$ cat src/design/i2c_char_lcd_nibble_writer_core_defines.svh
// ----------------------------------------------------------------------------
// LCD nibble writer assertion macros
// Concurrent property wrappers, compiled out for synthesis.
// ----------------------------------------------------------------------------
`ifndef I2C_CHAR_LCD_NIBBLE_WRITER_CORE_DEFINES_SVH
`define I2C_CHAR_LCD_NIBBLE_WRITER_CORE_DEFINES_SVH
`ifndef SYNTHESIS
`define LCDNW_ASSERT_SAME(lbl, ante, cons, msg) \
	lbl: assert property (@(posedge clk) disable iff (!arst_n) (ante) |-> (cons)) \
		else $error(msg);
`define LCDNW_ASSERT_NEXT(lbl, ante, cons, msg) \
	lbl: assert property (@(posedge clk) disable iff (!arst_n) (ante) |=> (cons)) \
		else $error(msg);
`else
`define LCDNW_ASSERT_SAME(lbl, ante, cons, msg)
`define LCDNW_ASSERT_NEXT(lbl, ante, cons, msg)
`endif
`endif

$ cat src/design/lcdnw_pkg.sv
// ----------------------------------------------------------------------------
// LCD nibble writer package
// Microcode types, symbol codes and the dispatch table.
// ----------------------------------------------------------------------------
`default_nettype none
package lcdnw_pkg;

	localparam int PC_W = 5;

	localparam logic [2:0] FUNC_START  = 3'd0;
	localparam logic [2:0] FUNC_STOP   = 3'd1;
	localparam logic [2:0] FUNC_RAW    = 3'd2;
	localparam logic [2:0] FUNC_NIBBLE = 3'd3;
	localparam logic [2:0] FUNC_CHAR   = 3'd4;
	localparam logic [2:0] FUNC_CMD    = 3'd5;

	localparam logic [1:0] KIND_START = 2'd0;
	localparam logic [1:0] KIND_BIT   = 2'd1;
	localparam logic [1:0] KIND_ACK   = 2'd2;
	localparam logic [1:0] KIND_STOP  = 2'd3;

	localparam logic [PC_W-1:0] EP_START = 5'd0;
	localparam logic [PC_W-1:0] EP_STOP  = 5'd1;
	localparam logic [PC_W-1:0] EP_RAW   = 5'd2;
	localparam logic [PC_W-1:0] EP_LCD   = 5'd5;

	typedef enum logic [2:0] {
		UOP_NOP,
		UOP_START,
		UOP_STOP,
		UOP_LDRAW,
		UOP_LDNIB,
		UOP_BITS,
		UOP_ACK
	} uop_t;

	typedef enum logic [1:0] {
		BR_NEXT,
		BR_LOOP8,
		BR_IFLCD,
		BR_DONE
	} br_t;

	typedef struct packed {
		uop_t op;
		br_t  br;
		logic nib_lo;
		logic en;
	} ctl_t;

	typedef struct packed {
		logic exec;
		logic term;
	} seq_st_t;

	function automatic logic func_ok(input logic [2:0] f);
		func_ok = (f <= FUNC_CMD);
	endfunction

	function automatic logic [PC_W-1:0] entry(input logic [2:0] f);
		case (f)
			FUNC_START: entry = EP_START;
			FUNC_STOP:  entry = EP_STOP;
			FUNC_RAW:   entry = EP_RAW;
			default:    entry = EP_LCD;
		endcase
	endfunction

endpackage
`default_nettype wire

$ cat src/design/lcdnw_urom.sv
// ----------------------------------------------------------------------------
// LCD nibble writer microcode ROM
// One control word per program step.
// ----------------------------------------------------------------------------
`default_nettype none
module lcdnw_urom import lcdnw_pkg::*; (
	input  wire logic [PC_W-1:0] pc,
	output ctl_t                 ctl
);

	function automatic ctl_t cw(input uop_t op, input br_t br, input logic lo,
		input logic en);
		cw = '{op: op, br: br, nib_lo: lo, en: en};
	endfunction

	always_comb begin
		case (pc)
			5'd0:    ctl = cw(UOP_START, BR_DONE,  1'b0, 1'b0);
			5'd1:    ctl = cw(UOP_STOP,  BR_DONE,  1'b0, 1'b0);
			5'd2:    ctl = cw(UOP_LDRAW, BR_NEXT,  1'b0, 1'b0);
			5'd3:    ctl = cw(UOP_BITS,  BR_LOOP8, 1'b0, 1'b0);
			5'd4:    ctl = cw(UOP_ACK,   BR_DONE,  1'b0, 1'b0);
			// high nibble clock
			5'd5:    ctl = cw(UOP_LDNIB, BR_NEXT,  1'b0, 1'b0);
			5'd6:    ctl = cw(UOP_BITS,  BR_LOOP8, 1'b0, 1'b0);
			5'd7:    ctl = cw(UOP_ACK,   BR_NEXT,  1'b0, 1'b0);
			5'd8:    ctl = cw(UOP_LDNIB, BR_NEXT,  1'b0, 1'b1);
			5'd9:    ctl = cw(UOP_BITS,  BR_LOOP8, 1'b0, 1'b0);
			5'd10:   ctl = cw(UOP_ACK,   BR_NEXT,  1'b0, 1'b0);
			5'd11:   ctl = cw(UOP_LDNIB, BR_NEXT,  1'b0, 1'b0);
			5'd12:   ctl = cw(UOP_BITS,  BR_LOOP8, 1'b0, 1'b0);
			5'd13:   ctl = cw(UOP_ACK,   BR_IFLCD, 1'b0, 1'b0);
			// low nibble clock
			5'd14:   ctl = cw(UOP_LDNIB, BR_NEXT,  1'b1, 1'b0);
			5'd15:   ctl = cw(UOP_BITS,  BR_LOOP8, 1'b0, 1'b0);
			5'd16:   ctl = cw(UOP_ACK,   BR_NEXT,  1'b0, 1'b0);
			5'd17:   ctl = cw(UOP_LDNIB, BR_NEXT,  1'b1, 1'b1);
			5'd18:   ctl = cw(UOP_BITS,  BR_LOOP8, 1'b0, 1'b0);
			5'd19:   ctl = cw(UOP_ACK,   BR_NEXT,  1'b0, 1'b0);
			5'd20:   ctl = cw(UOP_LDNIB, BR_NEXT,  1'b1, 1'b0);
			5'd21:   ctl = cw(UOP_BITS,  BR_LOOP8, 1'b0, 1'b0);
			5'd22:   ctl = cw(UOP_ACK,   BR_DONE,  1'b0, 1'b0);
			default: ctl = cw(UOP_NOP,   BR_DONE,  1'b0, 1'b0);
		endcase
	end

endmodule
`default_nettype wire

$ cat src/design/lcdnw_seq.sv
// ----------------------------------------------------------------------------
// LCD nibble writer sequencer
// Step counter, bit loop counter and branch resolution.
// ----------------------------------------------------------------------------
`default_nettype none
module lcdnw_seq import lcdnw_pkg::*; (
	input  wire logic            clk,
	input  wire logic            arst_n,
	input  wire logic            acc,
	input  wire logic [2:0]      func,
	input  ctl_t                 ctl,
	output logic [PC_W-1:0]      pc,
	output logic                 busy,
	output seq_st_t              st
);

	logic [PC_W-1:0] pc_q;
	logic [2:0]      cnt_q;
	logic            busy_q;
	logic            lcd_q;
	logic            term;
	logic            adv;

	always_comb begin
		term = 1'b0;
		adv  = 1'b0;
		case (ctl.br)
			BR_NEXT:  adv  = 1'b1;
			BR_LOOP8: adv  = (cnt_q == 3'd7);
			BR_IFLCD: begin
				adv  = lcd_q;
				term = !lcd_q;
			end
			default:  term = 1'b1;
		endcase
	end

	always_ff @(posedge clk or negedge arst_n) begin
		if (!arst_n) begin
			pc_q   <= '0;
			cnt_q  <= '0;
			busy_q <= 1'b0;
			lcd_q  <= 1'b0;
		end else if (acc) begin
			pc_q   <= entry(func);
			cnt_q  <= '0;
			busy_q <= 1'b1;
			lcd_q  <= (func == FUNC_CHAR) || (func == FUNC_CMD);
		end else if (busy_q) begin
			if (term) begin
				busy_q <= 1'b0;
			end
			if (adv) begin
				pc_q <= pc_q + 1'b1;
			end
			if (ctl.br == BR_LOOP8) begin
				cnt_q <= cnt_q + 1'b1;
			end
		end
	end

	assign pc      = pc_q;
	assign busy    = busy_q;
	assign st.exec = busy_q;
	assign st.term = busy_q && term;

endmodule
`default_nettype wire

$ cat src/design/lcdnw_dp.sv
// ----------------------------------------------------------------------------
// LCD nibble writer datapath
// Expander byte shifter and registered symbol outputs.
// ----------------------------------------------------------------------------
`default_nettype none
module lcdnw_dp import lcdnw_pkg::*; (
	input  wire logic       clk,
	input  wire logic       arst_n,
	input  wire logic       acc,
	input  wire logic [2:0] func,
	input  wire logic [7:0] data,
	input  ctl_t            ctl,
	input  seq_st_t         st,
	output logic            strobe,
	output logic [1:0]      symbol_kind,
	output logic            sda_level,
	output logic            last
);

	logic [7:0] data_q;
	logic       rs_q;
	logic [7:0] byte_q;
	logic       strobe_q;
	logic [1:0] kind_q;
	logic       sda_q;
	logic       last_q;
	logic       emit;
	logic [1:0] kind_d;
	logic       sda_d;
	logic [3:0] nib;

	assign nib = ctl.nib_lo ? data_q[3:0] : data_q[7:4];

	always_comb begin
		emit   = 1'b1;
		kind_d = KIND_BIT;
		sda_d  = 1'b0;
		case (ctl.op)
			UOP_START: kind_d = KIND_START;
			UOP_STOP:  kind_d = KIND_STOP;
			UOP_BITS:  sda_d  = byte_q[7];
			UOP_ACK: begin
				kind_d = KIND_ACK;
				sda_d  = 1'b1;
			end
			default:   emit   = 1'b0;
		endcase
	end

	always_ff @(posedge clk) begin
		if (acc) begin
			data_q <= data;
			rs_q   <= (func == FUNC_NIBBLE) ? data[1] : (func == FUNC_CHAR);
		end
		if (st.exec) begin
			case (ctl.op)
				UOP_LDRAW: byte_q <= data_q;
				UOP_LDNIB: byte_q <= {nib, 1'b1, ctl.en, 1'b0, rs_q};
				UOP_BITS:  byte_q <= {byte_q[6:0], 1'b0};
				default:   byte_q <= byte_q;
			endcase
		end
		kind_q <= kind_d;
		sda_q  <= sda_d;
		last_q <= st.term;
	end

	always_ff @(posedge clk or negedge arst_n) begin
		if (!arst_n) begin
			strobe_q <= 1'b0;
		end else begin
			strobe_q <= st.exec && emit;
		end
	end

	assign strobe      = strobe_q;
	assign symbol_kind = kind_q;
	assign sda_level   = sda_q;
	assign last        = strobe_q && last_q;

endmodule
`default_nettype wire

$ cat src/design/i2c_char_lcd_nibble_writer_core.sv
// ----------------------------------------------------------------------------
// I2C character LCD nibble writer
// Turns LCD requests into a stream of I2C bus symbols.
// ----------------------------------------------------------------------------
// A request word (func, data) is taken at a clock edge with start high and
// busy low. func 0 start, 1 stop, 2 raw byte, 3 one enable-clock cycle,
// 4 data character, 5 command byte; 6 and 7 are dropped with no symbols.
// Each bus symbol appears for one cycle with strobe high; last marks the
// final symbol of the request. The receiver cannot stall the output.
// A microcoded program runs one control word per cycle: a load step emits
// nothing, then a byte goes out as 8 bits and an ack. An enable cycle
// sends three expander bytes (enable low, high, low); a character or command
// sends two enable cycles. The first symbol passes the step counter, then the
// output registers; requests other than start and stop run a load step first.
// Busy drops at the edge that registers the last symbol, so the next request
// may be accepted while that symbol is still on the outputs.
// Reset clears the sequencer and the strobe; no request is pending.
// ----------------------------------------------------------------------------
`default_nettype none
`include "i2c_char_lcd_nibble_writer_core_defines.svh"
module i2c_char_lcd_nibble_writer_core import lcdnw_pkg::*; (
	input  wire logic       clk,
	input  wire logic       arst_n,
	input  wire logic       start,
	output logic            busy,
	input  wire logic [2:0] func,
	input  wire logic [7:0] data,
	output logic            strobe,
	output logic [1:0]      symbol_kind,
	output logic            sda_level,
	output logic            last
);

	logic            acc;
	logic [PC_W-1:0] pc;
	ctl_t            ctl;
	seq_st_t         st;

	assign acc = start && !busy && func_ok(func);

	lcdnw_urom u_urom (
		.pc  (pc),
		.ctl (ctl)
	);

	lcdnw_seq u_seq (
		.clk    (clk),
		.arst_n (arst_n),
		.acc    (acc),
		.func   (func),
		.ctl    (ctl),
		.pc     (pc),
		.busy   (busy),
		.st     (st)
	);

	lcdnw_dp u_dp (
		.clk         (clk),
		.arst_n      (arst_n),
		.acc         (acc),
		.func        (func),
		.data        (data),
		.ctl         (ctl),
		.st          (st),
		.strobe      (strobe),
		.symbol_kind (symbol_kind),
		.sda_level   (sda_level),
		.last        (last)
	);

	`LCDNW_ASSERT_NEXT(a_no_strobe_idle, !busy, !strobe, "symbol without active request")
	`LCDNW_ASSERT_SAME(a_last_idle, strobe && last, !busy, "busy after last symbol")
	`LCDNW_ASSERT_SAME(a_cond_last, strobe && (symbol_kind == KIND_START || symbol_kind == KIND_STOP), last, "start/stop not last")
	`LCDNW_ASSERT_SAME(a_ack_high, strobe && symbol_kind == KIND_ACK, sda_level, "ack slot SDA low")

endmodule
`default_nettype wire

$ cat config.mk
export PLATFORM = sky130hd
export DESIGN_NAME = i2c_char_lcd_nibble_writer_core
export DESIGN_NICKNAME = d
export VERILOG_FILES = /design/src/design/lcdnw_pkg.sv /design/src/design/lcdnw_urom.sv /design/src/design/lcdnw_seq.sv /design/src/design/lcdnw_dp.sv /design/src/design/i2c_char_lcd_nibble_writer_core.sv
export VERILOG_INCLUDE_DIRS = /design/src /design/src/design
export SDC_FILE = /design/constraint.sdc
export NUM_CORES = 1
export LEC_CHECK = 0
export ABC_AREA = 1
export BUFFER_PORTS_ARGS = -buffer_cell sky130_fd_sc_hd__buf_2
export CORE_UTILIZATION = 37
export CTS_CLUSTER_DIAMETER = 40
export DETAILED_ROUTE_END_ITERATION = 12
export PLACE_DENSITY = 0.55
export SLEW_MARGIN = 20
export SYNTH_ARGS = -nofsm -noshare
export SYNTH_HDL_FRONTEND = slang
export SYNTH_SLANG_ARGS = --single-unit
$ cat constraint.sdc
create_clock -name clk -period 3.1 [get_ports clk]
set_input_delay 0.62 -clock clk [delete_from_list [all_inputs] [get_ports clk]]
set_output_delay 0.62 -clock clk [all_outputs]
set_load 0.02 [all_outputs]
==> flow_metrics.env, run 1 <==
export IMPL_hold_viol=0
export IMPL_row_count=25
export IMPL_gp_congestion=0.8497
export IMPL_ctsHoldBuffers=0
export IMPL_path_buf_inv=3
export IMPL_drv_slew=0
export IMPL_finalSetupTns_ns=0
export IMPL_cpPeakStageDelay_ns=0.38
export IMPL_wl_per_cell_um=11.51
export IMPL_area_delta_synth_final_pct=14.26
export IMPL_p_leak_nw=1.062
export IMPL_ys_ff_latch=32
export IMPL_synth_cells=223
export IMPL_clkLatencyLatePin_ns=0.29
export IMPL_track_usage_pct=15.50
export IMPL_rsz0062_at_grt="no"
export IMPL_synthTopCellsByArea="edfxtp_1 27%, dfrtp_1 15%, nand2_1 13%"
export IMPL_syn_cell_area_mm2=0.001896
export IMPL_dr_first_iter_drc_count=59
export IMPL_cts_tree="yes"
export IMPL_cts_resized=0
export IMPL_ys_seq_area_share_pct=45.68
export IMPL_drc=0
export IMPL_place_area_mm2=0.002054
export IMPL_clkSlewWorstSetupHoldPaths_ns=0.07
export IMPL_vdd_drop_max_mv=0.4001
export IMPL_tightest_slew_ns=0.4945
export IMPL_whs_ns=0.1947
export IMPL_final_layout_size_suffix_gt1_share_pct=18.80
export IMPL_syn_area_per_cell_um2=8.500
export IMPL_die_area_mm2=0.005413
export IMPL_crit_type="register to register"
export IMPL_synth_edff_count=17
export IMPL_post_route_min_period_ns=2.656
export IMPL_vias=1490
export IMPL_grt_pass1_vias=1415
export IMPL_fin_util_pct=44.96
export IMPL_cts_sinks=32
export IMPL_portBuffers=19
export IMPL_worstPathArrival_ns=2.59
export IMPL_preCtsSetupSlack_ns=0.2743
export IMPL_antenna_found_initial=0
export IMPL_fmaxAchievable_mhz=376.5
export IMPL_powerDensity_mw_per_mm2=1136
export IMPL_start_util_pct=39.35
export IMPL_grt_start_max_net_pins=15
export IMPL_final_area_mm2=0.002166
export IMPL_synth_cell_types=32
export IMPL_hold_class="primary input to asynchronous set/reset pin"
export IMPL_synth_area_leader_cell="edfxtp_1"
export IMPL_setup_ws_ns=0.4438
export IMPL_post_cts_buffers=0
export IMPL_dr_pass1_iters=4
export IMPL_finalCritPeriodShare_pct=85.68
export IMPL_slowest_stage="dfrtp_1"
export IMPL_die_x_um=73.58
export IMPL_drv_cap=0
export IMPL_num_nets_final=276
export IMPL_postRouteAntennaNets=0
export IMPL_status="finished, final reports clean"
export IMPL_async_reset_ff_share_pct=34.38
export IMPL_fin_skew_ns=0.008295
export IMPL_h_tree_depth=2
export IMPL_fp_coreArea_mm2=0.004817
export IMPL_critPathTopFamily="compound AO/OA/AOI/OAI gates"
export IMPL_synth_top_area_share_pct=26.93
export IMPL_yosys_warnings=0
export IMPL_crit_top_cell="nand2_1"
export IMPL_critPathLaunchType="register"
export IMPL_cts_buffer_depth=2
export IMPL_synth_fp_nets=250
export IMPL_yosys_most_used_dff="edfxtp_1"
export IMPL_relSlewSlack_pct=67.00
export IMPL_io_pins=20
export IMPL_dp_hpwl_um=2872
export IMPL_cp_required_ns=3.03
export IMPL_wirelength_um=3649
export IMPL_crit_chain="inv_1 -> ha_1 -> inv_1 -> nand2_1 -> nand2_1 -> nand2_1 -> o21a_1 -> o22ai_1 -> ha_1 -> nand2_1 -> nand2_1 -> inv_2 -> a21oi_2"
export IMPL_numCtsBuffers=5
export IMPL_cp_end_kind="register"
export IMPL_path_max_fanout=8
export IMPL_overflow=0
export IMPL_viasPerCell=4.700
export IMPL_cts_root_buffer="clkbuf_8"
export IMPL_die_h_um=73.58
export IMPL_grt_pass1_wl_um=6203
export IMPL_diodes=0
export IMPL_setup_violations=0
[synth_stat cells, types with 2 or more instances]
cell       n
edfxtp_1  17
dfxtp_1    4
xor2_1     2
dfrtp_1   11
inv_1     24
a21oi_1    4
o21a_1     2
inv_2      4
o31ai_1    2
nand3_1   16
nand2_1   65
o21ai_0   14
ha_1      13
nand2_4    2
o211ai_1   2
nand2_2    5
nor2_1    19
o22ai_1    2
buf_6      2
[final timing paths]
path	startpoint	endpoint	slack, ns	cells after the start
min reg2reg	u_dp.byte_q[7]$_DFFE_PP_	u_dp.sda_level$_DFF_P_	0.47	2
max in group asynchronous	arst_n	u_dp.strobe$_DFF_PN0_	2.69	1
max reg2reg	u_seq.pc[1]$_DFFE_PN0P_	u_dp.byte_q[3]$_DFFE_PP_	0.44	13
max	u_seq.pc[1]$_DFFE_PN0P_	u_dp.byte_q[3]$_DFFE_PP_	0.44	13
min	arst_n	u_seq.pc[0]$_DFFE_PN0P_	0.19	1
min in group clk	u_dp.byte_q[7]$_DFFE_PP_	u_dp.sda_level$_DFF_P_	0.47	2
[area by class of cell]
type                            instances  area [um^2]
Fill cell                             499         2651
Multi-Input combinational cell        159        877.1
Sequential cell                        32        865.8
Timing Repair Buffer                   22        117.6
Inverter                               29        113.9
Tap cell                               67        83.83
Clock buffer                            6        72.57
Clock inverter                          2        35.03
[cell families after synthesis]
family                   synth area share [%]
XOR/XNOR                               0.9243
AO/OA/AOI/OAI                           9.175
flip-flops                              45.68
adder cells (fa/ha/maj)                 8.581
buffers and inverters                   8.251
multiplexers                           0.5281
AND/OR/NAND/NOR                         26.87
[through the flow]
stage               power, mW  std cells
floorplan               1.779        223
global placement        2.080        309
detailed placement      2.071        309
CTS                     2.474        317
global route            2.702        317
finish                  2.461        317
[layer usage]
layer	wire [um]	GRT usage, %	part of all wire (%)	vias up
met5	0	0	0	-
met4	74	7.692	2.0	0
met3	145	3.704	4.0	7
met2	1615	24.77	44	31
met1	1814	19.55	50	674
li1	-	-	-	778
[cell usage in the layout (no fill, tap or decap), types with 2 or more instances in the layout]
| cell type | count |
|---|---|
| o211ai_1 | 2 |
| nand3_1 | 16 |
| edfxtp_1 | 17 |
| dfrtp_1 | 11 |
| ha_1 | 13 |
| o31ai_1 | 2 |
| nand2_4 | 2 |
| xor2_1 | 2 |
| o22ai_1 | 2 |
| o21ai_0 | 14 |
| dfxtp_1 | 4 |
| a21oi_2 | 2 |
| inv_1 | 24 |
| buf_4 | 3 |
| nor2_1 | 19 |
| inv_2 | 4 |
| nand2_1 | 65 |
| nand2_2 | 5 |
| a21oi_1 | 3 |
| buf_2 | 19 |
| o21a_1 | 2 |
| clkbuf_8 | 5 |
[flip-flops by register name (all words and copies together), names as in the netlist]
register and cells:
u_dp.data_q 8, u_dp.strobe 1, u_dp.byte_q 8, u_seq.busy 1, u_dp.last_q 1, u_dp.symbol_kind 2, u_seq.pc 5, u_dp.rs_q 1
u_seq.lcd_q 1, u_dp.sda_level 1, u_seq.cnt_q 3
[report_power, final]
group / leakage (nW) / switching, mW / internal [mW] / total [mW]
combinational: 0.673 / 0.850 / 0.451 / 1.30
clock: 0.0552 / 0.154 / 0.238 / 0.393
sequential: 0.334 / 0.0993 / 0.668 / 0.767
total: 1.06 / 1.10 / 1.36 / 2.46
Power figures use the tool's default switching activity.
==> run 2: changes to the inputs <==
--- a/config.mk
+++ b/config.mk
@@ -8,10 +8,13 @@
 export LEC_CHECK = 0
 export ABC_AREA = 1
 export BUFFER_PORTS_ARGS = -buffer_cell sky130_fd_sc_hd__buf_2
+export CAP_MARGIN = 30
+export CELL_PAD_IN_SITES_DETAIL_PLACEMENT = 0
+export CELL_PAD_IN_SITES_GLOBAL_PLACEMENT = 1
 export CORE_UTILIZATION = 37
 export CTS_CLUSTER_DIAMETER = 40
 export DETAILED_ROUTE_END_ITERATION = 12
-export PLACE_DENSITY = 0.55
+export PLACE_DENSITY = 0.69
 export SLEW_MARGIN = 20
 export SYNTH_ARGS = -nofsm -noshare
 export SYNTH_HDL_FRONTEND = slang
==> run 2 against run 1 <==
  * Clock power up 1%
  * Final cell count unchanged
  * Clock skew decreased by 0.0037 ns
  * Critical path depth unchanged
  * Combinational power is essentially flat
  * Maximum frequency rose by 1.0%
  * Cell area increased by 0.17%
  * Count of clock-buffer cells in the layout is 1 lower
  * Highest routed layer unchanged
  * Worst setup slack gained 0.027 ns
  * Critical endpoint is now u_dp.byte_q[5]$_DFFE_PP_
  * Register-to-register slack improved by 0.03 ns
==> flow_metrics.env, run 2 (synthesis gave the netlist of run 1 again) <==
export IMPL_clkLatencyLatePin_ns=0.28
export IMPL_hold_viol=0
export IMPL_layout_cells_most_common="nand2_1"
export IMPL_fin_util_pct=45.04
export IMPL_wl_per_cell_um=11.78
export IMPL_vias=1437
export IMPL_p_leak_nw=1.061
export IMPL_powerDensity_mw_per_mm2=1135
export IMPL_num_nets_final=276
export IMPL_dr_pass1_iters=4
export IMPL_critPathLaunchType="register"
export IMPL_io_pins=20
export IMPL_grt_start_max_net_pins=15
export IMPL_post_route_min_period_ns=2.629
export IMPL_setup_ws_ns=0.4708
export IMPL_finalCritPeriodShare_pct=84.81
export IMPL_fp_coreArea_mm2=0.004817
export IMPL_placed_cells_incl_taps=309
export IMPL_postRouteAntennaNets=0
export IMPL_cp_end_kind="register"
export IMPL_cp_required_ns=3.04
export IMPL_die_area_mm2=0.005413
export IMPL_cts_sinks=32
export IMPL_drc=0
export IMPL_track_usage_pct=15.85
export IMPL_rsz0062_at_grt="no"
export IMPL_area_delta_synth_final_pct=14.46
export IMPL_vdd_drop_max_mv=0.4097
export IMPL_portBuffers=19
export IMPL_fin_cells=317
export IMPL_row_count=25
export IMPL_numCtsBuffers=5
export IMPL_cts_root_buffer="clkbuf_8"
export IMPL_grt_pass1_wl_um=6341
export IMPL_path_max_fanout=8
export IMPL_drv_slew=0
export IMPL_hold_class="primary input to asynchronous set/reset pin"
export IMPL_wirelength_um=3735
export IMPL_cts_tree="yes"
export IMPL_gp_congestion=0.7699
export IMPL_antenna_found_initial=0
export IMPL_final_layout_size_suffix_gt1_share_pct=19.20
export IMPL_finalSetupTns_ns=0
export IMPL_relSlewSlack_pct=66.86
export IMPL_overflow=0
export IMPL_h_tree_depth=2
export IMPL_dr_first_iter_drc_count=36
export IMPL_drv_cap=0
export IMPL_start_util_pct=39.35
export IMPL_die_x_um=73.58
export IMPL_crit_type="register to register"
export IMPL_most_common_layout_cells="65 x nand2_1, 24 x inv_1, 19 x nor2_1, 19 x buf_2, 17 x edfxtp_1"
export IMPL_fin_skew_ns=0.004566
export IMPL_diodes=0
export IMPL_die_h_um=73.58
export IMPL_cts_buffer_depth=2
export IMPL_dp_hpwl_um=2924
export IMPL_viasPerCell=4.533
export IMPL_grt_pass1_vias=1380
export IMPL_clkSlewWorstSetupHoldPaths_ns=0.07
export IMPL_post_cts_buffers=0
export IMPL_setup_violations=0
export IMPL_worstPathArrival_ns=2.57
export IMPL_tightest_slew_ns=0.4972
export IMPL_preCtsSetupSlack_ns=0.2728
export IMPL_fmaxAchievable_mhz=380.3
export IMPL_status="finished, final reports clean"
run 2: worst paths after layout:
kind / startpoint / endpoint / slack (ns) / cells past startpoint
setup / recovery: u_seq.pc[1]$_DFFE_PN0P_ / u_dp.byte_q[5]$_DFFE_PP_ / 0.47 / 13
hold / removal: arst_n / u_seq.pc[4]$_DFFE_PN0P_ / 0.20 / 1
setup reg to reg: u_seq.pc[1]$_DFFE_PN0P_ / u_dp.byte_q[5]$_DFFE_PP_ / 0.47 / 13
hold reg to reg: u_dp.byte_q[7]$_DFFE_PP_ / u_dp.sda_level$_DFF_P_ / 0.47 / 2
max in group asynchronous: arst_n / u_dp.strobe$_DFF_PN0_ / 2.68 / 1
min in group clk: u_dp.byte_q[7]$_DFFE_PP_ / u_dp.sda_level$_DFF_P_ / 0.47 / 2
run 2: worst max-delay path, cell delays in order (launching register included):
cell     delay (ns)
dfrtp_1        0.38
inv_1          0.11
ha_1           0.28
inv_1          0.06
nand2_1        0.06
nand2_1        0.07
nand2_1        0.07
o21a_1         0.13
o22ai_1        0.23
ha_1           0.22
nand2_1        0.09
nand2_1        0.13
inv_2          0.08
a21oi_2        0.37
run 2: final cells by class:
cell class | instances | area (um^2)
timing repair buffer | 22 | 117.6
sequential | 32 | 865.8
tap | 67 | 83.83
multi-input combinational | 159 | 877.1
clock buffer | 5 | 68.82
clock inverter | 3 | 42.54
inverter | 29 | 113.9
fill | 517 | 2648
run 2: power by group:
group	switching, mW	leakage [nW]	internal, mW
sequential	0.0928	0.334	0.668
clock	0.160	0.0541	0.238
combinational	0.855	0.673	0.449
run 2: per-stage QoR:
step           hold slack, ns  cell area, um^2  total power, mW
4_1_cts                0.2033             2166            2.483
2_1_floorplan          0.3244             1896            1.779
6_report               0.2045             2170            2.462
3_5_place_dp           0.4618             2054            2.077
5_1_grt                0.2172             2170            2.705
3_3_place_gp           0.4595             2054            2.086
run 2: timing repair:
item	4_1_cts	5_1_grt
gates resized for setup	0	1
hold endpoints to repair	0	0
hold buffers	0	0
endpoints found under the setup margin	0	8
run 2: per-layer routing:
| layer | share of wire [%] | GRT usage, % |
|---|---|---|
| met1 | 48 | 20.16 |
| met2 | 47 | 25.48 |
| met3 | 3.4 | 4.252 |
| met4 | 1.5 | 6.410 |
| met5 | 0 | 0 |
==> run 3: changes to the inputs <==
==> constraint.sdc (replaced) <==
create_clock -name clk -period 2.45 [get_ports clk]
set_input_delay 0.49 -clock clk [delete_from_list [all_inputs] [get_ports clk]]
set_output_delay 0.49 -clock clk [all_outputs]
set_load 0.02 [all_outputs]
==> run 3 against run 2 <==
  * Clock skew is 0.00067 ns higher
  * Critical path depth stayed put
  * Sequential cell count stayed put
  * Worst setup slack worse by 0.31 ns
  * First-iteration DRC count is 100% higher
  * Combinational power is 48% higher
  * Sequential share of layout area is 2.2 points lower
  * Die area stayed put
  * Maximum frequency is 15% higher
  * Critical path type unchanged
==> flow_metrics.env, run 3 (synthesis gave the netlist of run 1 again) <==
export IMPL_die_h_um=73.58
export IMPL_worstPathArrival_ns=2.25
export IMPL_r2r_slack_ns=0.16
export IMPL_dr_first_iter_drc_count=72
export IMPL_cts_tree="yes"
export IMPL_status="finished, final reports clean"
export IMPL_hold_class="primary input to asynchronous set/reset pin"
export IMPL_io_pins=20
export IMPL_grt_pass1_wl_um=6679
export IMPL_most_common_layout_cells="63 x nand2_1, 22 x inv_1, 19 x buf_2"
export IMPL_nFillCells=503
export IMPL_final_area_mm2=0.002297
export IMPL_slowest_stage="dfrtp_1"
export IMPL_fmaxAchievable_mhz=437.0
export IMPL_overflow=0
export IMPL_r2r_cells=13
export IMPL_grt_pass1_vias=1451
export IMPL_num_nets_final=287
export IMPL_drc=0
export IMPL_numCtsBuffers=5
export IMPL_track_usage_pct=16.86
export IMPL_crit_type="register to register"
export IMPL_layout_cells_most_common="nand2_1"
export IMPL_crit_start="u_seq.pc[0]$_DFFE_PN0P_"
export IMPL_vdd_drop_max_mv=0.5299
export IMPL_diodes=0
export IMPL_dp_hpwl_um=3012
export IMPL_gp_congestion=0.7573
export IMPL_hold_viol=0
export IMPL_fin_util_pct=47.69
export IMPL_timing_rr_start="u_seq.pc[0]$_DFFE_PN0P_"
export IMPL_drv_cap=0
export IMPL_cts_buffer_depth=2
export IMPL_drv_slew=0
export IMPL_placed_cells_incl_taps=317
export IMPL_whs_ns=0.06609
export IMPL_crit_top_cell="nand2_1"
export IMPL_ctsHoldBuffers=0
export IMPL_preCtsSetupSlack_ns=0.01495
export IMPL_dr_pass1_iters=4
export IMPL_wirelength_um=3886
export IMPL_cpPeakStageDelay_ns=0.38
export IMPL_clkSlewWorstSetupHoldPaths_ns=0.07
export IMPL_p_leak_nw=1.106
export IMPL_row_count=25
export IMPL_setup_ws_ns=0.1618
export IMPL_total_power_mw=3.369
export IMPL_vias=1505
export IMPL_viasPerCell=4.588
export IMPL_fin_cells=328
export IMPL_relSlewSlack_pct=66.17
export IMPL_start_util_pct=39.35
export IMPL_portBuffers=19
export IMPL_die_x_um=73.58
export IMPL_cts_root_buffer="clkbuf_8"
export IMPL_final_layout_size_suffix_gt1_share_pct=26.44
export IMPL_fp_coreArea_mm2=0.004817
export IMPL_crit_chain="buf_4 -> ha_1 -> nand2_1 -> nand2_1 -> nand2_1 -> o21a_1 -> o22ai_2 -> inv_1 -> ha_2 -> nand2_2 -> nand2_2 -> inv_4 -> a21oi_4"
export IMPL_wl_per_cell_um=11.85
export IMPL_tightest_slew_ns=0.5074
export IMPL_finalSetupTns_ns=0
export IMPL_post_route_min_period_ns=2.288
export IMPL_grt_start_max_net_pins=12
export IMPL_postRouteAntennaNets=0
export IMPL_die_area_mm2=0.005413
export IMPL_fin_skew_ns=0.005233
export IMPL_h_tree_depth=2
export IMPL_cts_sinks=32
export IMPL_area_delta_synth_final_pct=21.19
export IMPL_cp_required_ns=2.42
export IMPL_setup_violations=0
export IMPL_antenna_found_initial=0
export IMPL_clkLatencyLatePin_ns=0.29
export IMPL_r2r_end="u_dp.byte_q[7]$_DFFE_PP_"
export IMPL_powerDensity_mw_per_mm2=1466
export IMPL_endpoint="u_dp.byte_q[7]$_DFFE_PP_"
export IMPL_place_area_mm2=0.002126
export IMPL_finalCritPeriodShare_pct=93.40
export IMPL_cp_end_kind="register"
export IMPL_path_max_fanout=8
export IMPL_critPathLaunchType="register"
[run 3: cell type report]
class                      count  area [um^2]  area share, %
multi-input combinational    159        924.6          40.25
sequential                    32        865.8          37.69
timing repair buffer          33        200.2          8.715
inverter                      29        116.4          5.065
tap                           67        83.83          3.649
clock buffer                   5        68.82          2.996
clock inverter                 3        37.54          1.634
[run 3: how the worst min path moves through the flow]
| stage | start | end | cells after the start |
|---|---|---|---|
| 3_5_place_dp | arst_n | u_seq.cnt_q[1]$_DFFE_PN0P_ | 1 |
| 4_1_cts | arst_n | u_seq.pc[4]$_DFFE_PN0P_ | 1 |
| 2_1_floorplan | arst_n | u_dp.strobe$_DFF_PN0_ | 0 |
| 3_3_place_gp | arst_n | u_seq.cnt_q[1]$_DFFE_PN0P_ | 1 |
| 5_1_grt | arst_n | u_seq.pc[4]$_DFFE_PN0P_ | 1 |
| 6_report | arst_n | u_seq.pc[4]$_DFFE_PN0P_ | 1 |
[run 3: per-layer routing]
| metal | routed length, um | share of wire (%) | vias up | global-route usage [%] |
|---|---|---|---|---|
| met4 | 55 | 1.4 | 0 | 7.051 |
| met3 | 131 | 3.4 | 7 | 5.075 |
| met2 | 1774 | 46 | 21 | 25.69 |
| met5 | 0 | 0 | - | 0 |
| li1 | - | - | 795 | - |
| met1 | 1924 | 50 | 682 | 22.19 |
[run 3: worst max-delay path, delay by kind of cell (launching register included)]
kind	cells	cell delay [ns]
AOI/OAI and AO/OA	3	0.49
adders and majority gates	2	0.38
buffers and inverters	3	0.32
DFF	1	0.38
and+or+nand+nor	5	0.39
[run 3: power by group]
group          switching (mW)  internal [mW]  leakage (nW)
combinational            1.19          0.729         0.719
clock                   0.199          0.296        0.0532
sequential              0.114          0.844         0.334
total                    1.50           1.87          1.11
[run 3: what timing repair did]
action / in CTS / in global routing
endpoints found under the setup margin: 5 / 12
resized for setup: 1 / 12
setup buffers: 0 / 3
pin swaps: 1 / 6
